$ cat config.mk
export PLATFORM = sky130hd
export DESIGN_NAME = planar_yuv_decimating_downscaler
export DESIGN_NICKNAME = d
export VERILOG_FILES = /design/src/hw/rtl/pyds_pkg.sv /design/src/hw/rtl/pyds_div.sv /design/src/hw/rtl/planar_yuv_decimating_downscaler.sv
export SDC_FILE = /design/constraint.sdc
export NUM_CORES = 1
export LEC_CHECK = 0
export BUFFER_PORTS_ARGS = -buffer_cell sky130_fd_sc_hd__buf_4
export CORE_MARGIN = 2
export CORE_UTILIZATION = 57
export DETAILED_ROUTE_END_ITERATION = 8
export GPL_ROUTABILITY_DRIVEN = 0
export GPL_TIMING_DRIVEN = 0
export HOLD_SLACK_MARGIN = 0.05
export PLACE_DENSITY = 0.73
export SYNTH_ARGS = -nofsm -noshare
export SYNTH_HDL_FRONTEND = slang
export SYNTH_SLANG_ARGS = --single-unit
$ cat constraint.sdc
create_clock -name clk -period 4.2 [get_ports clk]
set_input_delay 0.42 -clock clk [delete_from_list [all_inputs] [get_ports clk]]
set_output_delay 0.42 -clock clk [all_outputs]
set_load 0.005 [all_outputs]
$ cat src/hw/rtl/pyds_pkg.sv
// ----------------------------------------------------------------------------
// pyds_pkg
// Shared types and constants of the planar YUV decimating downscaler.
// ----------------------------------------------------------------------------
package pyds_pkg;

	localparam int CFG_W   = 14;
	localparam int PIX_W   = 8;
	localparam int PLANE_W = 2;
	localparam int CFG_IDX_W = 2;

	typedef logic [PLANE_W-1:0]   plane_t;
	typedef logic [CFG_IDX_W-1:0] cfg_idx_t;

	localparam plane_t PLANE_Y = 2'd0;
	localparam plane_t PLANE_U = 2'd1;
	localparam plane_t PLANE_V = 2'd2;

	localparam cfg_idx_t REG_SOURCE_WIDTH  = 2'd0;
	localparam cfg_idx_t REG_SOURCE_HEIGHT = 2'd1;
	localparam cfg_idx_t REG_TARGET_WIDTH  = 2'd2;
	localparam cfg_idx_t REG_TARGET_HEIGHT = 2'd3;

	localparam int RST_SOURCE_WIDTH  = 640;
	localparam int RST_SOURCE_HEIGHT = 480;
	localparam int RST_TARGET_WIDTH  = 320;
	localparam int RST_TARGET_HEIGHT = 240;

	typedef enum logic [1:0] {
		ST_IDLE,
		ST_DIV_H,
		ST_DIV_V,
		ST_EVAL
	} pyds_state_t;

endpackage

$ cat src/hw/rtl/pyds_div.sv
// ----------------------------------------------------------------------------
// pyds_div
// Restoring divider, one quotient bit per cycle; quotient and remainder.
// ----------------------------------------------------------------------------
module pyds_div #(
	parameter int W = 14
) (
	input  logic         clk,
	input  logic         arst_n,
	input  logic         start,
	input  logic [W-1:0] dividend,
	input  logic [W-1:0] divisor,
	output logic         done,
	output logic [W-1:0] quotient,
	output logic [W-1:0] remainder
);

	localparam int CNT_W = $clog2(W);

	logic             busy_q;
	logic             done_q;
	logic [CNT_W-1:0] cnt_q;
	logic [W-1:0]     quo_q;
	logic [W-1:0]     rem_q;
	logic [W-1:0]     dvs_q;
	logic [W:0]       trial;
	logic [W:0]       diff;
	logic             ge;

	always_comb begin
		trial = {rem_q, quo_q[W-1]};
		diff  = trial - {1'b0, dvs_q};
		ge    = trial >= {1'b0, dvs_q};
	end

	always_ff @(posedge clk or negedge arst_n) begin
		if (!arst_n) begin
			busy_q <= 1'b0;
			done_q <= 1'b0;
			cnt_q  <= '0;
		end else if (start) begin
			busy_q <= 1'b1;
			done_q <= 1'b0;
			cnt_q  <= CNT_W'(W - 1);
		end else if (busy_q) begin
			cnt_q <= cnt_q - CNT_W'(1);
			if (cnt_q == '0) begin
				busy_q <= 1'b0;
				done_q <= 1'b1;
			end
		end else begin
			done_q <= 1'b0;
		end
	end

	always_ff @(posedge clk) begin
		if (start) begin
			quo_q <= dividend;
			rem_q <= '0;
			dvs_q <= divisor;
		end else if (busy_q) begin
			quo_q <= {quo_q[W-2:0], ge};
			rem_q <= ge ? diff[W-1:0] : trial[W-1:0];
		end
	end

	assign done      = done_q;
	assign quotient  = quo_q;
	assign remainder = rem_q;

endmodule

$ cat src/hw/rtl/planar_yuv_decimating_downscaler.sv
// ----------------------------------------------------------------------------
// planar_yuv_decimating_downscaler
// Nearest-neighbour integer decimation with centred crop over Y, U, V planes.
// ----------------------------------------------------------------------------
// Source bytes arrive in raster order, luma plane then two half-size chroma
// planes. An ordinary item is evaluated as it is accepted, so a plane streams
// at one pixel per cycle while the output is drained. For the first pixel of
// each plane the horizontal and vertical ratios and crop offsets come out of
// one shared bit-serial divider, run twice back to back, and input is held
// off meanwhile. A plane whose target size is zero skips the divider.
// A full output register that is not drained holds input off as well.
// A result leaves only for a kept pixel or for the last pixel of a frame.
module planar_yuv_decimating_downscaler
	import pyds_pkg::*;
#(
	parameter int MAX_DIMENSION = 8192
) (
	input  logic                 clk,
	input  logic                 arst_n,
	input  logic                 cfg_we,
	input  logic [CFG_IDX_W-1:0] cfg_index,
	input  logic [CFG_W-1:0]     cfg_data,
	input  logic                 s_tvalid,
	output logic                 s_tready,
	input  logic [7:0]           s_tdata,   // [7:0] pixel_in
	output logic                 m_tvalid,
	input  logic                 m_tready,
	output logic [7:0]           m_tdata,   // [7:0] pixel_out
	output logic [3:0]           m_tuser,   // [0] kept, [2:1] plane_id, [3] size_error
	output logic                 m_tlast    // frame_last
);

	localparam int DIM_W = ($clog2(MAX_DIMENSION + 1) < CFG_W) ?
		$clog2(MAX_DIMENSION + 1) : CFG_W;
	localparam int MAX_V = (MAX_DIMENSION < (2**CFG_W - 1)) ?
		MAX_DIMENSION : (2**CFG_W - 1);
	localparam logic [DIM_W-1:0] RST_SW = DIM_W'((MAX_V < RST_SOURCE_WIDTH) ?
		MAX_V : RST_SOURCE_WIDTH);
	localparam logic [DIM_W-1:0] RST_SH = DIM_W'((MAX_V < RST_SOURCE_HEIGHT) ?
		MAX_V : RST_SOURCE_HEIGHT);
	localparam logic [DIM_W-1:0] RST_DW = DIM_W'((MAX_V < RST_TARGET_WIDTH) ?
		MAX_V : RST_TARGET_WIDTH);
	localparam logic [DIM_W-1:0] RST_DH = DIM_W'((MAX_V < RST_TARGET_HEIGHT) ?
		MAX_V : RST_TARGET_HEIGHT);

	// configuration
	logic [DIM_W-1:0] srcw_q, srch_q, dstw_q, dsth_q;
	logic [DIM_W-1:0] cfg_val;

	// frame state
	pyds_state_t      state_q, state_d;
	plane_t           plane_q;
	logic [DIM_W-1:0] col_q, row_q;
	logic [DIM_W-1:0] hr_q, vr_q, hoff_q;
	logic             err_q;
	logic [DIM_W:0]   ncol_q, nrow_q;
	logic [DIM_W-1:0] kcol_q, krow_q;
	logic [PIX_W-1:0] pix_q;

	// output register
	logic             out_vld_q;
	logic [PIX_W-1:0] out_pix_q;
	logic             out_kept_q;
	plane_t           out_plane_q;
	logic             out_last_q;
	logic             out_err_q;

	// plane sizes
	logic             chroma;
	logic [DIM_W-1:0] sw, sh, dw, dh;
	logic             src_empty;
	logic             start_need;
	logic             size_zero;

	// control
	logic             out_free;
	logic             accept;
	logic             do_eval;
	logic             size_fail;
	logic             div_start;
	logic             div_sel_v;
	logic             ld_h;
	logic             ld_v;

	// divider
	logic [DIM_W-1:0] div_a, div_b;
	logic             div_done;
	logic [DIM_W-1:0] div_quo, div_rem;

	// evaluation
	logic [PIX_W-1:0] ev_pix_in;
	logic [DIM_W-1:0] col_inc, row_inc;
	logic             col_hit, row_hit;
	logic             ev_kept, ev_last, ev_err;
	plane_t           ev_plane;
	logic [DIM_W-1:0] col_n, row_n, kcol_n, krow_n;
	logic [DIM_W:0]   ncol_n, nrow_n;
	plane_t           plane_n;
	logic             err_n;

	assign cfg_val = ({{(32 - CFG_W){1'b0}}, cfg_data} > 32'(MAX_V)) ?
		DIM_W'(MAX_V) : cfg_data[DIM_W-1:0];

	always_ff @(posedge clk or negedge arst_n) begin
		if (!arst_n) begin
			srcw_q <= RST_SW;
			srch_q <= RST_SH;
			dstw_q <= RST_DW;
			dsth_q <= RST_DH;
		end else if (cfg_we) begin
			case (cfg_index)
				REG_SOURCE_WIDTH:  srcw_q <= cfg_val;
				REG_SOURCE_HEIGHT: srch_q <= cfg_val;
				REG_TARGET_WIDTH:  dstw_q <= cfg_val;
				REG_TARGET_HEIGHT: dsth_q <= cfg_val;
				default: ;
			endcase
		end
	end

	always_comb begin
		chroma     = plane_q != PLANE_Y;
		sw         = chroma ? (srcw_q >> 1) : srcw_q;
		sh         = chroma ? (srch_q >> 1) : srch_q;
		dw         = chroma ? (dstw_q >> 1) : dstw_q;
		dh         = chroma ? (dsth_q >> 1) : dsth_q;
		src_empty  = (srcw_q == '0) || (srch_q == '0);
		start_need = !src_empty && (row_q == '0) && (col_q == '0);
		size_zero  = (dw == '0) || (dh == '0);
		out_free   = !out_vld_q || m_tready;
	end

	// sequencer: next state
	always_comb begin
		state_d = state_q;
		case (state_q)
			ST_IDLE: begin
				if (accept && start_need)
					state_d = size_zero ? ST_EVAL : ST_DIV_H;
			end
			ST_DIV_H: begin
				if (div_done)
					state_d = ST_DIV_V;
			end
			ST_DIV_V: begin
				if (div_done)
					state_d = ST_EVAL;
			end
			ST_EVAL: begin
				if (out_free)
					state_d = ST_IDLE;
			end
			default: state_d = ST_IDLE;
		endcase
	end

	// sequencer: outputs
	always_comb begin
		s_tready  = (state_q == ST_IDLE) && out_free;
		accept    = s_tvalid && s_tready;
		do_eval   = 1'b0;
		size_fail = 1'b0;
		div_start = 1'b0;
		div_sel_v = 1'b0;
		ld_h      = 1'b0;
		ld_v      = 1'b0;
		case (state_q)
			ST_IDLE: begin
				if (accept) begin
					if (!start_need)
						do_eval = 1'b1;
					else if (size_zero)
						size_fail = 1'b1;
					else
						div_start = 1'b1;
				end
			end
			ST_DIV_H: begin
				if (div_done) begin
					ld_h      = 1'b1;
					div_start = 1'b1;
					div_sel_v = 1'b1;
				end
			end
			ST_DIV_V: begin
				ld_v = div_done;
			end
			ST_EVAL: begin
				do_eval = out_free;
			end
			default: ;
		endcase
	end

	assign div_a = div_sel_v ? sh : sw;
	assign div_b = div_sel_v ? dh : dw;

	pyds_div #(
		.W(DIM_W)
	) u_div (
		.clk       (clk),
		.arst_n    (arst_n),
		.start     (div_start),
		.dividend  (div_a),
		.divisor   (div_b),
		.done      (div_done),
		.quotient  (div_quo),
		.remainder (div_rem)
	);

	// per-pixel decision; grid trackers hold the next hit position and hit count
	always_comb begin
		ev_pix_in = (state_q == ST_EVAL) ? pix_q : s_tdata;
		col_inc   = col_q + DIM_W'(1);
		row_inc   = row_q + DIM_W'(1);
		col_hit   = {1'b0, col_q} == ncol_q;
		row_hit   = {1'b0, row_q} == nrow_q;
		ev_kept   = !err_q && row_hit && (krow_q < dh) && col_hit && (kcol_q < dw);
		ev_last   = 1'b0;
		ev_plane  = plane_q;
		col_n     = col_inc;
		row_n     = row_q;
		plane_n   = plane_q;
		err_n     = err_q;
		ncol_n    = col_hit ? (ncol_q + {1'b0, hr_q}) : ncol_q;
		kcol_n    = col_hit ? (kcol_q + DIM_W'(1)) : kcol_q;
		nrow_n    = nrow_q;
		krow_n    = krow_q;
		if (col_inc >= sw) begin
			col_n  = '0;
			row_n  = row_inc;
			ncol_n = {1'b0, hoff_q};
			kcol_n = '0;
			if (row_hit) begin
				nrow_n = nrow_q + {1'b0, vr_q};
				krow_n = krow_q + DIM_W'(1);
			end
			if (row_inc >= sh) begin
				row_n = '0;
				case (plane_q)
					PLANE_Y: begin
						if ((srcw_q >> 1) == '0 || (srch_q >> 1) == '0) begin
							err_n   = 1'b1;
							ev_last = 1'b1;
						end else begin
							plane_n = PLANE_U;
						end
					end
					PLANE_U: plane_n = PLANE_V;
					default: ev_last = 1'b1;
				endcase
			end
		end
		ev_err = err_n;
		if (src_empty) begin
			ev_kept  = 1'b0;
			ev_last  = 1'b1;
			ev_err   = 1'b1;
			ev_plane = PLANE_Y;
		end
		if (ev_last) begin
			col_n   = '0;
			row_n   = '0;
			plane_n = PLANE_Y;
			err_n   = 1'b0;
		end
	end

	always_ff @(posedge clk or negedge arst_n) begin
		if (!arst_n) begin
			state_q <= ST_IDLE;
			plane_q <= PLANE_Y;
			col_q   <= '0;
			row_q   <= '0;
			hr_q    <= '0;
			vr_q    <= '0;
			hoff_q  <= '0;
			err_q   <= 1'b0;
			ncol_q  <= '0;
			nrow_q  <= '0;
			kcol_q  <= '0;
			krow_q  <= '0;
		end else begin
			state_q <= state_d;
			if (size_fail) begin
				hr_q   <= '0;
				vr_q   <= '0;
				hoff_q <= '0;
				err_q  <= 1'b1;
				ncol_q <= '0;
				nrow_q <= '0;
				kcol_q <= '0;
				krow_q <= '0;
			end
			if (ld_h) begin
				hr_q   <= div_quo;
				hoff_q <= div_rem >> 1;
			end
			if (ld_v) begin
				kcol_q <= '0;
				krow_q <= '0;
				if (hr_q == '0 || div_quo == '0) begin
					hr_q   <= '0;
					vr_q   <= '0;
					hoff_q <= '0;
					err_q  <= 1'b1;
					ncol_q <= '0;
					nrow_q <= '0;
				end else begin
					vr_q   <= div_quo;
					ncol_q <= {1'b0, hoff_q};
					nrow_q <= {1'b0, div_rem >> 1};
				end
			end
			if (do_eval) begin
				plane_q <= plane_n;
				col_q   <= col_n;
				row_q   <= row_n;
				err_q   <= err_n;
				ncol_q  <= ncol_n;
				nrow_q  <= nrow_n;
				kcol_q  <= kcol_n;
				krow_q  <= krow_n;
			end
		end
	end

	always_ff @(posedge clk) begin
		if (accept)
			pix_q <= s_tdata;
	end

	always_ff @(posedge clk or negedge arst_n) begin
		if (!arst_n) begin
			out_vld_q <= 1'b0;
		end else if (do_eval && (ev_kept || ev_last)) begin
			out_vld_q <= 1'b1;
		end else if (m_tready) begin
			out_vld_q <= 1'b0;
		end
	end

	always_ff @(posedge clk) begin
		if (do_eval && (ev_kept || ev_last)) begin
			out_pix_q   <= ev_kept ? ev_pix_in : '0;
			out_kept_q  <= ev_kept;
			out_plane_q <= ev_plane;
			out_last_q  <= ev_last;
			out_err_q   <= ev_err;
		end
	end

	assign m_tvalid = out_vld_q;
	assign m_tdata  = out_pix_q;
	assign m_tuser  = {out_err_q, out_plane_q, out_kept_q};
	assign m_tlast  = out_last_q;

`ifndef ASSERT_OFF
	a_div_done_in_div: assert property (@(posedge clk) disable iff (!arst_n)
		div_done |-> (state_q == ST_DIV_H || state_q == ST_DIV_V))
		else $error("divider finished outside a division step");

	a_zero_ratio_err: assert property (@(posedge clk) disable iff (!arst_n)
		((row_q != '0 || col_q != '0) && (hr_q == '0 || vr_q == '0)) |-> err_q)
		else $error("zero ratio inside a plane without error flag");

	a_plane_range: assert property (@(posedge clk) disable iff (!arst_n)
		plane_q == PLANE_Y || plane_q == PLANE_U || plane_q == PLANE_V)
		else $error("plane index out of range");

	a_busy_not_ready: assert property (@(posedge clk) disable iff (!arst_n)
		(state_q == ST_DIV_H && !div_done) |=> !s_tready)
		else $error("input taken during plane-start division");
`endif

endmodule

; ---- Yosys cells after proc, flatten, opt, wreduce, memory -nomap -nowiden
; Cells that the tools add are included.
[totals]
input_bits = 29
latch_bits = 0
romBits = 0
register_bits = 259
ramBits = 0
n_memories = 0
[op_classes]
n_mul = 0
n_div = 0
n_eq_ne = 18
order_cmp = 6
shift = 0
n_bitwise = 0
n_mux = 95
n_reduce_logical = 50
addsub = 8
[op_table]
columns = op, count
row1 = 14-bit 2-to-1 mux, 34
row2 = 14-bit zero test, 10
row3 = 15-bit 2-to-1 mux, 9
row4 = "14-bit by 1-bit adder with 14-bit output, second input constant", 4
row5 = 1-bit 2-to-1 mux, 34
row6 = 15-bit by 14-bit adder with 15-bit output, 2
row7 = 14-bit by 15-bit == test with 1-bit output, 2
row8 = 14-bit greater-or-equal comparator, 2
row9 = 14-bit < comparator, 2
row10 = 2-bit 2-to-1 mux, 9
row11 = 15-bit by 14-bit greater-or-equal comparator with 1-bit output, 1
row12 = "14-bit greater-than comparator, second input constant", 1
row13 = 14-bit subtractor, 1
row14 = 13-bit 2-to-1 mux, 1
row15 = 2-bit AND reduction, 6
row16 = 2-bit nonzero test, 6
row17 = 1-bit logical AND, 10
row18 = "2-bit == test, second input constant", 4
row19 = 4-bit 2-to-1 mux, 2
row20 = 8-bit 2-to-1 mux, 1
row21 = "2-bit by 1-bit != test with 1-bit output, second input constant", 4
row22 = 2-bit one-hot mux with 4 select lines, 1
row23 = "2-bit by 1-bit == test with 1-bit output, second input constant", 3
row24 = 2-bit zero test, 3
row25 = 13 further kinds, 25

; ---- Longest topological paths before layout
[depth]
word_depth = 12
mapped_depth = 18

; ---- Hierarchy
; From an unflattened synthesis, not the netlist that was laid out.
[unflattened]
cells_unflattened = 1670
hier_area_um2 = 15904.0
[modules_own_cells]
columns = module, n_inst, seq_area_each_um2, area_per_inst_um2, cells_per_inst
row1 = planar_yuv_decimating_downscaler, 1, 5400.2, 13265.2, 1414
row2 = pyds_div, 1, 1271.2, 2638.8, 256

; ---- Worst setup path before layout
; OpenSTA, ideal clock, no wires.
[synth_timing]
kind = flip-flop to flip-flop
start = register plane_q[1]
end = register out_pix_q[0] (netlist: m_tdata[0]) (enable)
path_stages_with_launch = 13
path_buffers = 2
period_less_slack_ps = 4091
setup_ps = 349
t_arrival_ps = 3742
slack_ps = 109
required_ps = 3851
cell_sequence = dfrtp_1 > nor2_1 > clkbuf_1 > buf_1 > mux2i_1 > ha_1 > nand4_1 > nor2_1 > a2111oi_0 > o31a_1 > nand4_1 > a21o_1 > inv_1
[synth_via]
elab_chain_cells = 9
[synth_rtl]
columns = element, line_no
row1 = from (decl), planar_yuv_decimating_downscaler.sv:52  ; plane_t plane_q;
row2 = from (signal assigned), planar_yuv_decimating_downscaler.sv:316  ; plane_q <= plane_n;
row3 = 2-bit nonzero test, planar_yuv_decimating_downscaler.sv:122  ; chroma = plane_q != PLANE_Y;
row4 = 14-bit 2-to-1 mux, planar_yuv_decimating_downscaler.sv:126  ; dh = chroma ? (dsth_q >> 1) : dsth_q;
row5 = 14-bit < comparator, planar_yuv_decimating_downscaler.sv:218  ; ev_kept = !err_q && row_hit && (krow_q < dh) && col_hit && (kcol_q < dw);
row6 = 1-bit logical AND (3 in series), planar_yuv_decimating_downscaler.sv:218
row7 = 1-bit 2-to-1 mux, planar_yuv_decimating_downscaler.sv:255  ; if (src_empty) begin
row8 = 1-bit logical OR (*), planar_yuv_decimating_downscaler.sv:344  ; if (do_eval && (ev_kept || ev_last)) begin
row9 = 1-bit logical AND (*), planar_yuv_decimating_downscaler.sv:344
row10 = to (signal assigned), planar_yuv_decimating_downscaler.sv:345  ; out_pix_q <= ev_kept ? ev_pix_in : '0;
row11 = to (decl), planar_yuv_decimating_downscaler.sv:62  ; logic [PIX_W-1:0] out_pix_q;
; Mark *: on every way between the ends. The rest lies on a longest branch, timed or not.
; A chain may end at the register's enable or synchronous reset.

; ---- Worst setup path after layout
[layout_timing]
start = register plane_q[1]
end = register out_pix_q[3] (netlist: m_tdata[3]) (enable)
; The elaborated chain is that of the path after synthesis.

==> impl_results.md <==
- Yosys top cell by area: dfrtp_1
- RSZ-0062 raised after global routing: true
- Layout fillers: 2,196
- Distinct cell type count after synthesis: 76
- Synth area leaders: dfrtp_1 29%, edfxtp_1 9.4%, ha_1 8.6%
- Die span in x: 170 µm
- Share of layout cells above drive strength 1: 0.108
- CP max stage delay: 0.44 ns
- Yosys reg bits: 259
- CP Capture Type: flop
- Vias in the first global route: 12,967
- Row cnt: 60
- Failing checks: capacitance limit
- Reg-to-Reg End: m_tdata[3]
- Status: finished with violations
- Largest family of logic cells by synthesized area: simple AND/OR/NAND/NOR gates
- Worst endpoint data arrival time: 4.39 ns
- Period utilisation layout: 0.979
- Post-Synth XOR/XNOR Area: 0.0476
- DRT Pass-1 Iters: 6
- Grt total ovfl: 0
- WL/cell: 21.6 µm
- Clock root buffer: clkbuf_16
- Setup TNS: 0 ns
- Ys Warns: 0
- PD cells: 704 nW/µm²
- Min-delay src: m_tready
- Vias: 13,535
- Post-synth EDFFs: 49
- Commonest cells after routing, fill and taps aside: 191 x nand2_1, 178 x dfrtp_1, 147 x o21ai_0, 106 x ha_1, 102 x a21oi_1
- WS Path Type: reg2reg
- CTS H-Tree Depth: 1
- Mapped cell area: 15,600 µm²
- Port bufs: 43
- Initial DRC count: 1,253
- CTS tree: built
- Max Slew Vio Count: 0
- Clock Path Buffers: 3
- Crit-path slowest cell: dfrtp_1
- CP most frequent cell: nand4_1
- # DRC: 0
- Max_cap viols: 1
- Die H: 170 µm
- Synth Area in Simple Gates: 0.176
- Syn avg cell area: 9.40 µm²
- Final min period: 4.11 ns
- Initial Util: 0.581
- Reg clk slew, reported paths: 0.07 ns
- Sink Count: 259
- Drt via density: 6.39
- RR Startpoint: plane_q[1]
- Critical Path Source Type: flop
- CP Cell Sequence: nor2_4 -> clkbuf_4 -> buf_4 -> mux2i_1 -> ha_1 -> a21oi_1 -> nor2b_1 -> o21ai_0 -> nand4_1 -> nor4_4 -> nand4_1 -> a21o_1 -> clkinvlp_4 -> buf_12
- Async SR Flop Fraction: 0.757
- Crit Path Max Fanout: 13
- Hold depth: 3
- Synth Instances: 1,664
- R2R cell count: 14
- Final WL: 45,600 µm
- Synth Area in Compound Gates: 0.164
- Pwr Total: 12,500 µW
- Static leakage: 0.00806 µW
- Post-DP HPWL: 34,100 µm
- Nets: 1,892
- Area Overhead vs Synth: 13.4%
- Hold Path End: m_tvalid
- VDD IR max: 0.405 mV
- Setup-failing EPs final: 0
- Largest net degree at the start of global routing: 108
- Post-synthesis sequential area ratio: 0.426
- Overall Global Routing Usage: 0.319
- Mux cell area share after synthesis: 0.0622
- Number of I/O pins: 44
- Crit path buf inv count: 4
- CP delay by family, top: simple AND/OR/NAND/NOR gates
- Max Clock Freq: 0.243 GHz
- Initial antenna violation count: 1
- Most used DFF post-synth: dfrtp_1
- Core ar.: 27,000 µm²
- Worst Max-Slew Pin Slew: 1.46 ns
- Worst Path Required: 4.47 ns
- Syn_nets: 1,803
- Reg2reg setup slack: 0.09 ns
- TritonCTS Buffers: 28
- Most common cell after layout, fill and taps aside: nand2_1
- Clock Skew: 0.0388 ns
- Worst slew margin: 0.0193
- Clock Latency Late Sink: 0.56 ns
- Hold Crit Class: in2reg
- Global-route wire length before repair: 71,700 µm
- Fin. Hold Viols: 0
- Die ar.: 28,800 µm²
- Post-synth top area share: 0.294
- Area share of fa/ha/maj cells after synthesis: 0.0894
- Final ANT Viol Nets: 0
==> worst max-delay path by stage <==
stage	startpoint	endpoint	slack, ns	cells after the start
3_3_place_gp	plane_q[1]	m_tdata[3]	-1.73	13
3_5_place_dp	plane_q[1]	m_tdata[5]	-1.77	13
6_report	plane_q[1]	m_tdata[3]	0.09	14
2_1_floorplan	plane_q[1]	m_tdata[0]	0.11	12
4_1_cts	plane_q[1]	m_tdata[4]	0.0007	12
5_1_grt	row_q[0]	m_tdata[4]	-0.02	15
==> cells by family (layout without fill, tap and decap cells) <==
logic type / Yosys count / count (layout)
AO/OA/AOI/OAI: 416 / 416
XOR/XNOR: 85 / 85
buffers and inverters: 139 / 250
adder cells (fa/ha/maj): 110 / 110
multiplexers: 95 / 95
flip-flops: 259 / 259
AND/OR/NAND/NOR: 560 / 560
other: 0 / 1
==> per-stage QoR <==
step                      hold WS (ns)  std cells  utilization  cell area, µm²  setup WS (ns)
final                            0.209       2117        0.659           17700         0.0879
after detailed placement         0.478       2049        0.610           16400          -1.77
after global placement           0.480       2048        0.608           16400          -1.73
after CTS                        0.197       2113        0.654           17600       0.000687
after floorplan                  0.124       1664            -           15600          0.109
after global routing             0.211       2116        0.658           17700        -0.0235
==> power breakdown <==
part | total [µW] | internal, µW | switching [µW]
Sequential | 4150 | 3280 | 867
Clock | 2550 | 1500 | 1050
Combinational | 5790 | 2390 | 3400
Total | 12500 | 7180 | 5320
==> cells in the mapped netlist, drive strengths merged, types with 10 or more instances <==
cell type  count
nand2b        21
nand4         24
nand3         68
xnor2         43
a31oi         14
dfstp         12
o211ai        29
nor4          28
a211oi        13
dfrtp        184
edfxtp        49
and3          19
nand2        194
a22o          31
nor2         105
clkbuf        70
buf           11
o21ai        147
mux2i         86
o31ai         10
nor2b         20
a21o          13
nor3          28
or4           15
xor2          42
inv           58
dfxtp         14
o21a          14
a21oi        103
ha           107
==> routing by layer <==
layer | part of all wire | up-vias | global-route usage
met5 | 0 | - | 0
met4 | 0.045 | 0 | 0.128
met3 | 0.080 | 140 | 0.0408
met2 | 0.45 | 617 | 0.508
met1 | 0.42 | 6540 | 0.444
li1 | - | 6238 | -
==> tightest hold or removal path, stage by stage <==
cell	delay (ns)
buf_4	0.08
nand2b_1	0.17
nand2_1	0.06
==> sequential cells by signal, indices dropped and copies added, names as in the netlist, 2 cells and up <==
signal / flops
u_div.cnt_q: 4
row_q: 14
plane_q: 2
nrow_q: 15
hr_q: 14
srch_q: 14
m_tdata: 8
u_div.quotient: 14
krow_q: 14
dsth_q: 14
state_q: 2
ncol_q: 15
srcw_q: 14
kcol_q: 14
dstw_q: 14
u_div.dvs_q: 14
col_q: 14
out_plane_q: 2
vr_q: 14
hoff_q: 14
u_div.remainder: 14
pix_q: 8
==> final cells by class <==
class	count	area, µm²	area share
clock inverter	12	106	0.00599
timing repair buffer	64	541	0.0305
antenna	1	2.50	0.000141
clock buffer	40	861	0.0485
inverter	58	221	0.0125
tap	341	427	0.0240
multi-input combinational	1266	8560	0.482
sequential	259	6680	0.376
buffer	76	352	0.0198
==> repair_timing <==
action / CTS / global route
cloned: 0 / 0
resized for setup: 34 / 35
pin swaps: 4 / 3
endpoints found under the setup margin: 112 / 85
hold buffers: 9 / 0
buffers inserted: 4 / 7
hold endpoints to repair: 87 / 0
No activity file was read; power rests on OpenSTA's default activity.
